`config.mk`:
```
export PLATFORM = sky130hd
export DESIGN_NAME = stroke_font_segment_generator
export DESIGN_NICKNAME = d
export VERILOG_FILES = /design/src/design/sfsg_pkg.sv /design/src/design/sfsg_scaler.sv /design/src/design/sfsg_ctrl.sv /design/src/design/sfsg_datapath.sv /design/src/design/stroke_font_segment_generator.sv
export SDC_FILE = /design/constraint.sdc
export NUM_CORES = 2
export LEC_CHECK = 0
export CAP_MARGIN = 5
export CORE_MARGIN = 4
export CORE_UTILIZATION = 51
export DETAILED_ROUTE_END_ITERATION = 6
export DONT_BUFFER_PORTS = 1
export GPL_TIMING_DRIVEN = 0
export HOLD_SLACK_MARGIN = 0.12
export PLACE_DENSITY_LB_ADDON = 0.2
export SLEW_MARGIN = 5
export SYNTH_ARGS = -nofsm -noshare
export SYNTH_HDL_FRONTEND = slang
export SYNTH_SLANG_ARGS = --single-unit
export TNS_END_PERCENT = 5
```
`constraint.sdc`:
```
create_clock -name clk -period 6 [get_ports clk]
set_input_delay 0.3 -clock clk [delete_from_list [all_inputs] [get_ports clk]]
set_output_delay 0.3 -clock clk [all_outputs]
set_load 0.02 [all_outputs]
```
`src/design/sfsg_pkg.sv`:
```
`timescale 1ns / 1ps
package sfsg_pkg;

  localparam int COORD_FRACTION_BITS = 8;
  localparam int COORD_W = 24;
  localparam int HEIGHT_W = 16;
  localparam logic [HEIGHT_W-1:0] HEIGHT_RESET = HEIGHT_W'(10 << COORD_FRACTION_BITS);

  localparam int CFG_ADDR_W = 2;
  localparam logic [CFG_ADDR_W-1:0] ADDR_GLYPH_HEIGHT = '0;

  // round(h*num/100): p = h*num + 50 stays below 2^23, exact with this reciprocal
  localparam int PROD_W = 23;
  localparam int RECIP_W = 24;
  localparam int RECIP_SHIFT = 30;
  localparam logic [RECIP_W-1:0] RECIP_M = RECIP_W'(((1 << RECIP_SHIFT) + 99) / 100);
  localparam logic [PROD_W-1:0] ROUND_BIAS = PROD_W'(50);

  typedef struct packed {
    logic [7:0]               char_code;
    logic                     first_char;
    logic                     last_char;
    logic signed [COORD_W-1:0] origin_x;
    logic signed [COORD_W-1:0] origin_y;
  } in_item_t;

  typedef struct packed {
    logic signed [COORD_W-1:0] start_x;
    logic signed [COORD_W-1:0] start_y;
    logic signed [COORD_W-1:0] end_x;
    logic signed [COORD_W-1:0] end_y;
    logic                      segment_valid;
    logic                      last_of_glyph;
    logic [COORD_W-1:0]        text_width;
  } out_item_t;

  typedef enum logic {ST_IDLE, ST_EMIT} state_t;

  typedef struct packed {
    logic accept;
    logic load;
  } ctrl_cmd_t;

  typedef struct packed {
    logic busy;
    logic has_results;
    logic last_stroke;
    logic out_free;
  } dp_status_t;

  typedef enum logic [2:0] {
    SC_W, SC_HALF, SC_DA, SC_DB, SC_MMX, SC_MMY, SC_ADV
  } scale_sel_t;

  typedef struct packed {
    logic [HEIGHT_W-1:0] w;
    logic [HEIGHT_W-1:0] half;
    logic [HEIGHT_W-1:0] da;
    logic [HEIGHT_W-1:0] db;
    logic [HEIGHT_W-1:0] mmx;
    logic [HEIGHT_W-1:0] mmy;
    logic [HEIGHT_W-1:0] adv;
  } scales_t;

  typedef enum logic [3:0] {
    N_TL, N_TR, N_ML, N_MR, N_BL, N_BR, N_DA, N_DB, N_MM
  } node_t;

  typedef enum logic [3:0] {
    S_A, S_B, S_C, S_D, S_E, S_F, S_G, S_V, S_M1, S_M2, S_M3, S_M4, S_DOT
  } stroke_id_t;

  typedef enum logic [4:0] {
    SH_BLANK, SH_D0, SH_D1, SH_D2, SH_D3, SH_D4, SH_D5, SH_D6, SH_D7, SH_D8, SH_D9,
    SH_DOT, SH_DASH, SH_F, SH_P, SH_S, SH_M
  } shape_id_t;

  function automatic logic [6:0] scale_num(scale_sel_t sel);
    logic [6:0] n;
    unique case (sel)
      SC_W:    n = 7'd60;
      SC_HALF: n = 7'd50;
      SC_DA:   n = 7'd21;
      SC_DB:   n = 7'd33;
      SC_MMX:  n = 7'd30;
      SC_MMY:  n = 7'd55;
      SC_ADV:  n = 7'd81;
      default: n = 7'd0;
    endcase
    return n;
  endfunction

  function automatic shape_id_t shape_of(logic [7:0] c);
    shape_id_t sh;
    if (c >= 8'h30 && c <= 8'h39) begin
      sh = shape_id_t'(5'(c - 8'h30) + 5'd1);
    end else begin
      case (c)
        8'h2e:   sh = SH_DOT;
        8'h2d:   sh = SH_DASH;
        8'h46:   sh = SH_F;
        8'h50:   sh = SH_P;
        8'h53:   sh = SH_S;
        8'h4d:   sh = SH_M;
        default: sh = SH_BLANK;
      endcase
    end
    return sh;
  endfunction

  function automatic logic [2:0] shape_count(shape_id_t sh);
    logic [2:0] n;
    unique case (sh)
      SH_D0, SH_D6, SH_D9:        n = 3'd6;
      SH_D1:                      n = 3'd2;
      SH_D2, SH_D3, SH_D5, SH_S:  n = 3'd5;
      SH_D4, SH_P, SH_M:          n = 3'd4;
      SH_D7, SH_F:                n = 3'd3;
      SH_D8:                      n = 3'd7;
      SH_DOT, SH_DASH:            n = 3'd1;
      default:                    n = 3'd0;
    endcase
    return n;
  endfunction

  function automatic stroke_id_t shape_stroke(shape_id_t sh, logic [2:0] idx);
    stroke_id_t lst [7];
    lst = '{default: S_A};
    unique case (sh)
      SH_D0:   lst = '{S_A, S_B, S_C, S_D, S_E, S_F, S_A};
      SH_D1:   lst = '{S_B, S_C, S_A, S_A, S_A, S_A, S_A};
      SH_D2:   lst = '{S_A, S_B, S_G, S_E, S_D, S_A, S_A};
      SH_D3:   lst = '{S_A, S_B, S_G, S_C, S_D, S_A, S_A};
      SH_D4:   lst = '{S_F, S_G, S_B, S_C, S_A, S_A, S_A};
      SH_D5:   lst = '{S_A, S_F, S_G, S_C, S_D, S_A, S_A};
      SH_D6:   lst = '{S_A, S_F, S_G, S_E, S_C, S_D, S_A};
      SH_D7:   lst = '{S_A, S_B, S_C, S_A, S_A, S_A, S_A};
      SH_D8:   lst = '{S_A, S_B, S_C, S_D, S_E, S_F, S_G};
      SH_D9:   lst = '{S_A, S_B, S_C, S_D, S_F, S_G, S_A};
      SH_DOT:  lst = '{S_DOT, S_A, S_A, S_A, S_A, S_A, S_A};
      SH_DASH: lst = '{S_G, S_A, S_A, S_A, S_A, S_A, S_A};
      SH_F:    lst = '{S_V, S_A, S_G, S_A, S_A, S_A, S_A};
      SH_P:    lst = '{S_V, S_A, S_B, S_G, S_A, S_A, S_A};
      SH_S:    lst = '{S_A, S_F, S_G, S_C, S_D, S_A, S_A};
      SH_M:    lst = '{S_M1, S_M2, S_M3, S_M4, S_A, S_A, S_A};
      default: lst = '{default: S_A};
    endcase
    return lst[idx];
  endfunction

  function automatic node_t stroke_from(stroke_id_t s);
    node_t n;
    unique case (s)
      S_A, S_F, S_V, S_M3: n = N_TL;
      S_B:                 n = N_TR;
      S_C:                 n = N_MR;
      S_D, S_E, S_M1:      n = N_BL;
      S_G:                 n = N_ML;
      S_M2:                n = N_BR;
      S_M4:                n = N_MM;
      S_DOT:               n = N_DA;
      default:             n = N_TL;
    endcase
    return n;
  endfunction

  function automatic node_t stroke_to(stroke_id_t s);
    node_t n;
    unique case (s)
      S_A, S_M2, S_M4: n = N_TR;
      S_B, S_G:        n = N_MR;
      S_C, S_D:        n = N_BR;
      S_E, S_F:        n = N_ML;
      S_V:             n = N_BL;
      S_M1:            n = N_TL;
      S_M3:            n = N_MM;
      S_DOT:           n = N_DB;
      default:         n = N_TL;
    endcase
    return n;
  endfunction

endpackage

```
`src/design/sfsg_scaler.sv`:
```
`timescale 1ns / 1ps
module sfsg_scaler (
  input  logic                          clk,
  input  logic                          rst_n,
  input  logic                          start,
  input  logic [sfsg_pkg::HEIGHT_W-1:0] height,
  output sfsg_pkg::scales_t             scales,
  output logic                          busy
);
  import sfsg_pkg::*;

  logic                    running_r, running_nxt;
  scale_sel_t              cnt_r, cnt_nxt;
  logic                    v1_r;
  scale_sel_t              sel1_r;
  logic [PROD_W-1:0]       p_r;
  scales_t                 scales_r;
  logic [PROD_W+RECIP_W-1:0] recip_prod;
  logic [HEIGHT_W-1:0]     quot;

  always_comb begin
    running_nxt = running_r;
    cnt_nxt     = cnt_r;
    if (start) begin
      running_nxt = 1'b1;
      cnt_nxt     = SC_W;
    end else if (running_r) begin
      cnt_nxt = scale_sel_t'(cnt_r + 3'd1);
      if (cnt_r == SC_ADV) begin
        running_nxt = 1'b0;
      end
    end
  end

  // table rebuild runs once out of reset
  always_ff @(posedge clk) begin
    if (!rst_n) begin
      running_r <= 1'b1;
      cnt_r     <= SC_W;
      v1_r      <= 1'b0;
    end else begin
      running_r <= running_nxt;
      cnt_r     <= cnt_nxt;
      v1_r      <= running_r && !start;
    end
  end

  always_ff @(posedge clk) begin
    sel1_r <= cnt_r;
    p_r    <= PROD_W'(height) * PROD_W'(scale_num(cnt_r)) + ROUND_BIAS;
  end

  assign recip_prod = (PROD_W+RECIP_W)'(p_r) * (PROD_W+RECIP_W)'(RECIP_M);
  assign quot       = recip_prod[RECIP_SHIFT +: HEIGHT_W];

  always_ff @(posedge clk) begin
    if (v1_r) begin
      case (sel1_r)
        SC_W:    scales_r.w    <= quot;
        SC_HALF: scales_r.half <= quot;
        SC_DA:   scales_r.da   <= quot;
        SC_DB:   scales_r.db   <= quot;
        SC_MMX:  scales_r.mmx  <= quot;
        SC_MMY:  scales_r.mmy  <= quot;
        default: scales_r.adv  <= quot;
      endcase
    end
  end

  assign scales = scales_r;
  assign busy   = running_r || v1_r;

  a_stage_follows_issue: assert property (@(posedge clk) disable iff (!rst_n)
    v1_r |-> $past(running_r))
    else $error("scaler stage two active without an issue");

endmodule

```
`src/design/sfsg_ctrl.sv`:
```
`timescale 1ns / 1ps
module sfsg_ctrl (
  input  logic                 clk,
  input  logic                 rst_n,
  input  logic                 in_valid,
  output logic                 in_stall,
  input  sfsg_pkg::dp_status_t st,
  output sfsg_pkg::ctrl_cmd_t  cmd
);
  import sfsg_pkg::*;

  state_t state_r, state_nxt;

  always_ff @(posedge clk) begin
    if (!rst_n) begin
      state_r <= ST_IDLE;
    end else begin
      state_r <= state_nxt;
    end
  end

  always_comb begin
    state_nxt = state_r;
    cmd       = '0;
    in_stall  = 1'b1;
    unique case (state_r)
      ST_IDLE: begin
        in_stall = st.busy;
        if (in_valid && !st.busy) begin
          cmd.accept = 1'b1;
          if (st.has_results) begin
            state_nxt = ST_EMIT;
          end
        end
      end
      ST_EMIT: begin
        if (st.out_free) begin
          cmd.load = 1'b1;
          if (st.last_stroke) begin
            // next character may enter as the final segment goes out
            in_stall = st.busy;
            if (in_valid && !st.busy) begin
              cmd.accept = 1'b1;
              if (!st.has_results) begin
                state_nxt = ST_IDLE;
              end
            end else begin
              state_nxt = ST_IDLE;
            end
          end
        end
      end
      default: state_nxt = ST_IDLE;
    endcase
  end

  a_emit_after_accept: assert property (@(posedge clk) disable iff (!rst_n)
    (cmd.accept && st.has_results) |=> state_r == ST_EMIT)
    else $error("character with results did not start emitting");

  a_no_rebuild_in_emit: assert property (@(posedge clk) disable iff (!rst_n)
    state_r == ST_EMIT |-> !st.busy)
    else $error("scale table rebuilt while segments are pending");

endmodule

```
`src/design/sfsg_datapath.sv`:
```
`timescale 1ns / 1ps
module sfsg_datapath (
  input  logic                            clk,
  input  logic                            rst_n,
  input  sfsg_pkg::in_item_t              in_data,
  input  logic                            psel,
  input  logic                            penable,
  input  logic                            pwrite,
  input  logic [sfsg_pkg::CFG_ADDR_W-1:0] paddr,
  input  logic [31:0]                     pwdata,
  output logic [31:0]                     prdata,
  input  sfsg_pkg::ctrl_cmd_t             cmd,
  output sfsg_pkg::dp_status_t            st,
  output logic                            out_valid,
  input  logic                            out_stall,
  output sfsg_pkg::out_item_t             out_data
);
  import sfsg_pkg::*;

  logic [HEIGHT_W-1:0] height_r;
  logic                cfg_wr;
  scales_t             scales;
  logic                scaler_busy;

  logic [COORD_W-1:0]  pen_x_r, start_x_r, top_y_r;
  logic [COORD_W-1:0]  cur_pen_r, cur_top_r, width_r;
  shape_id_t           shape_r;
  logic [2:0]          count_r, idx_r;
  logic                blank_r, last_r;

  logic [COORD_W-1:0]  pen_base, sx_base, pen_adv;
  shape_id_t           in_shape;
  logic [2:0]          in_count;
  logic                last_stroke;

  stroke_id_t          stroke;
  node_t               na, nb;
  out_item_t           res;
  out_item_t           out_r;
  logic                out_valid_r;

  function automatic logic [HEIGHT_W-1:0] node_x(node_t n, scales_t sc);
    logic [HEIGHT_W-1:0] v;
    unique case (n)
      N_TR, N_MR, N_BR: v = sc.w;
      N_DA:             v = sc.da;
      N_DB:             v = sc.db;
      N_MM:             v = sc.mmx;
      default:          v = '0;
    endcase
    return v;
  endfunction

  function automatic logic [HEIGHT_W-1:0] node_y(node_t n, scales_t sc,
                                                 logic [HEIGHT_W-1:0] h);
    logic [HEIGHT_W-1:0] v;
    unique case (n)
      N_ML, N_MR:             v = sc.half;
      N_BL, N_BR, N_DA, N_DB: v = h;
      N_MM:                   v = sc.mmy;
      default:                v = '0;
    endcase
    return v;
  endfunction

  // configuration
  assign cfg_wr = psel && penable && pwrite && (paddr == ADDR_GLYPH_HEIGHT);
  assign prdata = (paddr == ADDR_GLYPH_HEIGHT) ? {16'd0, height_r} : 32'd0;

  always_ff @(posedge clk) begin
    if (!rst_n) begin
      height_r <= HEIGHT_RESET;
    end else if (cfg_wr) begin
      height_r <= pwdata[HEIGHT_W-1:0];
    end
  end

  sfsg_scaler u_scaler (
    .clk    (clk),
    .rst_n  (rst_n),
    .start  (cfg_wr),
    .height (height_r),
    .scales (scales),
    .busy   (scaler_busy)
  );

  // pen bookkeeping at accept
  assign in_shape = shape_of(in_data.char_code);
  assign in_count = shape_count(in_shape);
  assign pen_base = in_data.first_char ? COORD_W'(in_data.origin_x) : pen_x_r;
  assign sx_base  = in_data.first_char ? COORD_W'(in_data.origin_x) : start_x_r;
  assign pen_adv  = pen_base + COORD_W'(scales.adv);

  always_ff @(posedge clk) begin
    if (!rst_n) begin
      pen_x_r   <= '0;
      start_x_r <= '0;
      top_y_r   <= '0;
    end else if (cmd.accept) begin
      pen_x_r   <= pen_adv;
      start_x_r <= sx_base;
      if (in_data.first_char) begin
        top_y_r <= COORD_W'(in_data.origin_y);
      end
    end
  end

  always_ff @(posedge clk) begin
    if (!rst_n) begin
      idx_r <= '0;
    end else if (cmd.accept) begin
      idx_r <= '0;
    end else if (cmd.load) begin
      idx_r <= idx_r + 3'd1;
    end
  end

  always_ff @(posedge clk) begin
    if (cmd.accept) begin
      cur_pen_r <= pen_base;
      cur_top_r <= in_data.first_char ? COORD_W'(in_data.origin_y) : top_y_r;
      width_r   <= pen_adv - sx_base;
      shape_r   <= in_shape;
      count_r   <= in_count;
      blank_r   <= (in_count == 3'd0);
      last_r    <= in_data.last_char;
    end
  end

  // segment of the current stroke
  assign last_stroke = blank_r || (idx_r == 3'(count_r - 3'd1));
  assign stroke      = shape_stroke(shape_r, idx_r);
  assign na          = stroke_from(stroke);
  assign nb          = stroke_to(stroke);

  always_comb begin
    res = '0;
    if (!blank_r) begin
      res.start_x       = cur_pen_r + COORD_W'(node_x(na, scales));
      res.start_y       = cur_top_r + COORD_W'(node_y(na, scales, height_r));
      res.end_x         = cur_pen_r + COORD_W'(node_x(nb, scales));
      res.end_y         = cur_top_r + COORD_W'(node_y(nb, scales, height_r));
      res.segment_valid = 1'b1;
    end
    res.last_of_glyph = last_stroke;
    res.text_width    = (last_stroke && last_r) ? width_r : '0;
  end

  always_ff @(posedge clk) begin
    if (!rst_n) begin
      out_valid_r <= 1'b0;
    end else if (cmd.load) begin
      out_valid_r <= 1'b1;
    end else if (!out_stall) begin
      out_valid_r <= 1'b0;
    end
  end

  always_ff @(posedge clk) begin
    if (cmd.load) begin
      out_r <= res;
    end
  end

  assign out_valid = out_valid_r;
  assign out_data  = out_r;

  assign st.busy        = scaler_busy || cfg_wr;
  assign st.has_results = (in_count != 3'd0) || in_data.last_char;
  assign st.last_stroke = last_stroke;
  assign st.out_free    = !out_valid_r || !out_stall;

  a_idx_in_range: assert property (@(posedge clk) disable iff (!rst_n)
    cmd.load |-> (blank_r || idx_r < count_r))
    else $error("stroke index ran past the glyph");

endmodule

```
`src/design/stroke_font_segment_generator.sv`:
```
`timescale 1ns / 1ps
// Stroke font segment generator: turns a text string, one character per input
// transfer, into line segments in screen pixels (signed, 8 fraction bits).
// Input channel in_valid/in_stall/in_data carries the character, the first and
// last flags and the string origin. Output channel out_valid/out_stall/out_data
// carries one segment per transfer; the last result of each glyph has
// last_of_glyph set, and on the last character it carries text_width.
// Glyph height is written through the APB-style port at address 0.
// The first segment is registered after the controller enters its emit state.
// The next character is taken in the cycle the final segment of its predecessor
// enters the output register; a blank character that is not last never enters
// the emit state, and a blank last character emits one result with text_width.
// The rate is set by the single segment builder, one stroke per cycle while the
// output is not stalled. After reset and after each glyph height write the scale
// table (seven constant products, one reciprocal multiply each) is rebuilt, with
// input stalled. Reset clears the pen and string origin to zero and height to
// 10 px. While the receiver stalls the pending segment holds; in emit state input waits.
module stroke_font_segment_generator (
  input  logic                            clk,
  input  logic                            rst_n,
  input  logic                            in_valid,
  output logic                            in_stall,
  input  sfsg_pkg::in_item_t              in_data,
  output logic                            out_valid,
  input  logic                            out_stall,
  output sfsg_pkg::out_item_t             out_data,
  input  logic                            psel,
  input  logic                            penable,
  input  logic                            pwrite,
  input  logic [sfsg_pkg::CFG_ADDR_W-1:0] paddr,
  input  logic [31:0]                     pwdata,
  output logic [31:0]                     prdata,
  output logic                            pready
);
  import sfsg_pkg::*;

  ctrl_cmd_t  cmd;
  dp_status_t st;

  assign pready = 1'b1;

  sfsg_ctrl u_ctrl (
    .clk      (clk),
    .rst_n    (rst_n),
    .in_valid (in_valid),
    .in_stall (in_stall),
    .st       (st),
    .cmd      (cmd)
  );

  sfsg_datapath u_dp (
    .clk       (clk),
    .rst_n     (rst_n),
    .in_data   (in_data),
    .psel      (psel),
    .penable   (penable),
    .pwrite    (pwrite),
    .paddr     (paddr),
    .pwdata    (pwdata),
    .prdata    (prdata),
    .cmd       (cmd),
    .st        (st),
    .out_valid (out_valid),
    .out_stall (out_stall),
    .out_data  (out_data)
  );

endmodule

```
==> out/metrics.yaml <==
numCtsBuffers: 49
antenna_left: 0
insertion_delay_ns: 0.60
cap_violations: 0
drc: 18
vias: 25705
ys_top_cells_by_count: "inv_1, ha_1, edfxtp_1"
crit_start: "u_dp.u_scaler.p_r[2]$_DFF_P_"
synth_top_area_cell: "edfxtp_1"
crit_fanout: 5
grt_overflow_total: 0
die_w_um: 273.6
setup-tns-final_ns: -36.89
grt_pass1_vias: 25283
place_area_mm2: 0.03745
core_area_mm2: 0.07003
synth.most_common_cell: "inv_1"
async_reset_ff_share_pct: 0
slew_headroom_pct: 28.82
synthDistinctLibCells: 83
violations: "design-rule violations, negative setup slack"
grt_usage_pct: 25.36
dp_hpwl_um: 75040
cts_max_path_buffers: 3
hp-start: "rst_n"
clock_sinks: 460
syn_inst: 3462
setup_viol: 98
finalWorstSetupSlack_ns: -0.5442
wirelength_um: 95450
worst_slew_pin_slew_ns: 1.068
gp_congestion: 0.9101
antenna_found_initial: 5
rsz0062_at_grt: "yes"
cts-root-buf: "clkbuf_16"
finalHoldViolCount: 0
netlist_area_mm2: 0.03598
final_cell_area_mm2: 0.04106
yosysSeqAreaShare_pct: 34.38
synth_edf_count: 316
min_period_over_period_pct: 109.1
synth_top_area_share_pct: 26.37
cts_tree: "yes"
drv_slew: 0
period_needed_ns: 6.544
via_per_inst: 5.559
outcome: "complete, but fails checks"
synth_ff_type: "edfxtp_1"
fmax_mhz: 152.8
initial_core_util_pct: 51.38
rows: 97
grt_pass1_wl_um: 146100
drt_iter0_drc: 2323
first_pass_iters: 7
crit_path_start_kind: "flip-flop"
die_h_um: 273.6
clock_skew_ns: 0.02573
wire_per_inst_um: 20.64
cp-end-kind: "flip-flop"
nNetsFinal: 4432
yosys-top-cells-area: "edfxtp_1, fa_1, ha_1"
io_buffers: 0
cp.required_ns: 6.34
avgSynthCellArea_um2: 10.39
cp.arrival_ns: 6.89
areaGrowthSynthToFinish_pct: 14.12
hold_path_class: "in2reg"
ios: 256
r2r_start: "u_dp.u_scaler.p_r[2]$_DFF_P_"
h-tree-depth: 2
grt_max_degree: 66
synth_warnings: 0
path_clk_slew_ns: 0.06
drive_gt1_share_pct: 10.94
die_area_mm2: 0.07487
ys_seq_elements: 460
criticalPathCategory: "reg2reg"
[final cells by class]
type                    instances  area (um^2)
diodes                          1        2.502
plain buffers                 126        634.4
clock buffers                  63         1403
clock inverters                29        357.8
fillers                      5862        28960
inverters                     506         1912
multi-input cells            2385        21930
flip-flops and latches        460        12440
well taps                     940         1176
repair buffers                114         1211
[worst max-delay path: stages (launching register included)]
cell	delay (ns)
dfxtp_4	0.41
fa_2	0.50
fa_1	0.49
inv_1	0.06
fa_1	0.54
inv_1	0.05
fa_1	0.49
fa_2	0.46
fa_1	0.51
inv_1	0.05
fa_1	0.47
inv_1	0.04
ha_1	0.27
nand2_2	0.07
nor3_4	0.29
a32oi_4	0.22
a211oi_4	0.30
nor3_4	0.10
nor3b_4	0.34
or3_4	0.23
a21oi_4	0.08
xnor2_4	0.17
buf_12	0.14
[cells in the final DEF (no fill, tap or decap), types with 54 or more instances in the layout]
cell type,n
inv_1,498
ha_1,409
edfxtp_1,316
nand2_1,302
fa_1,267
nor2_1,208
a21oi_1,156
dfxtp_1,123
xnor2_1,82
and2_1,79
mux2i_1,77
dlygate4sd3_1,71
clkbuf_1,70
nor2b_1,54
[state kept, by name (all words and copies together), names as in the netlist, 3 cells and up, named ones only]
register              cells
u_dp.u_scaler.cnt_r       3
u_dp.u_scaler.sel1_r      3
u_dp.u_scaler.scales    112
u_dp.cur_pen_r           24
u_dp.cur_top_r           24
u_dp.top_y_r             24
u_dp.out_data           122
u_dp.idx_r                3
u_dp.width_r             24
u_dp.u_scaler.p_r        23
u_dp.shape_r              5
u_dp.start_x_r           24
u_dp.count_r              3
u_dp.pen_x_r             24
u_dp.height_r            16
[metrics by stage]
stage / worst slack [ns] / std cells / utilization [%] / hold WS (ns)
after detailed placement: -1.793 / 4424 / 53.48 / 0.4001
after global routing: -0.6486 / 4623 / 58.64 / 0.1935
after global placement: -1.740 / 4417 / 53.25 / 0.4001
after floorplan: 0.003591 / 3477 / - / 0.3290
after CTS: -0.5413 / 4610 / 58.05 / 0.1353
final: -0.5442 / 4624 / 58.64 / 0.1946
[metal layers]
layer	routed length, um	vias to the layer above	global-route usage [%]
met5	12	-	0
met4	2814	2	7.189
met2	44070	914	40.82
met1	40910	12464	35.00
met3	7642	147	5.128
li1	-	12178	-
[path summary, 6_finish.rpt]
check	to	slack, ns	cells past startpoint
max	u_dp.u_scaler.scales[12]$_DFFE_PP_	-0.54	22
min	u_dp.pen_x_r[22]$_SDFFE_PN0P_	0.19	4
max reg2reg	u_dp.u_scaler.scales[12]$_DFFE_PP_	-0.54	22
min reg2reg	u_dp.u_scaler.sel1_r[2]$_DFF_P_	0.42	0
[kinds of logic (layout without fill, tap and decap cells)]
| group | count (synthesis) | count (layout) | share of synthesized area [%] |
|---|---|---|---|
| AND/OR/NAND/NOR | 900 | 900 | 11.80 |
| adder cells (fa/ha/maj) | 691 | 691 | 29.72 |
| other | 2 | 18 | 0.02087 |
| flip-flops | 460 | 460 | 34.38 |
| buffers and inverters | 632 | 838 | 6.923 |
| XOR/XNOR | 128 | 128 | 3.154 |
| AO/OA/AOI/OAI | 520 | 520 | 10.06 |
| multiplexers | 129 | 129 | 3.933 |
[timing repair]
item,4_1_cts,5_1_grt
endpoints found under the hold margin,118,0
endpoints found under the setup margin,163,165
setup buffers,23,13
pin swaps,23,26
gates resized for setup,109,76
hold buffers,71,0
Power is not shown: default switching activity piles up to over one toggle a cycle in this logic, so the estimate is an artifact.
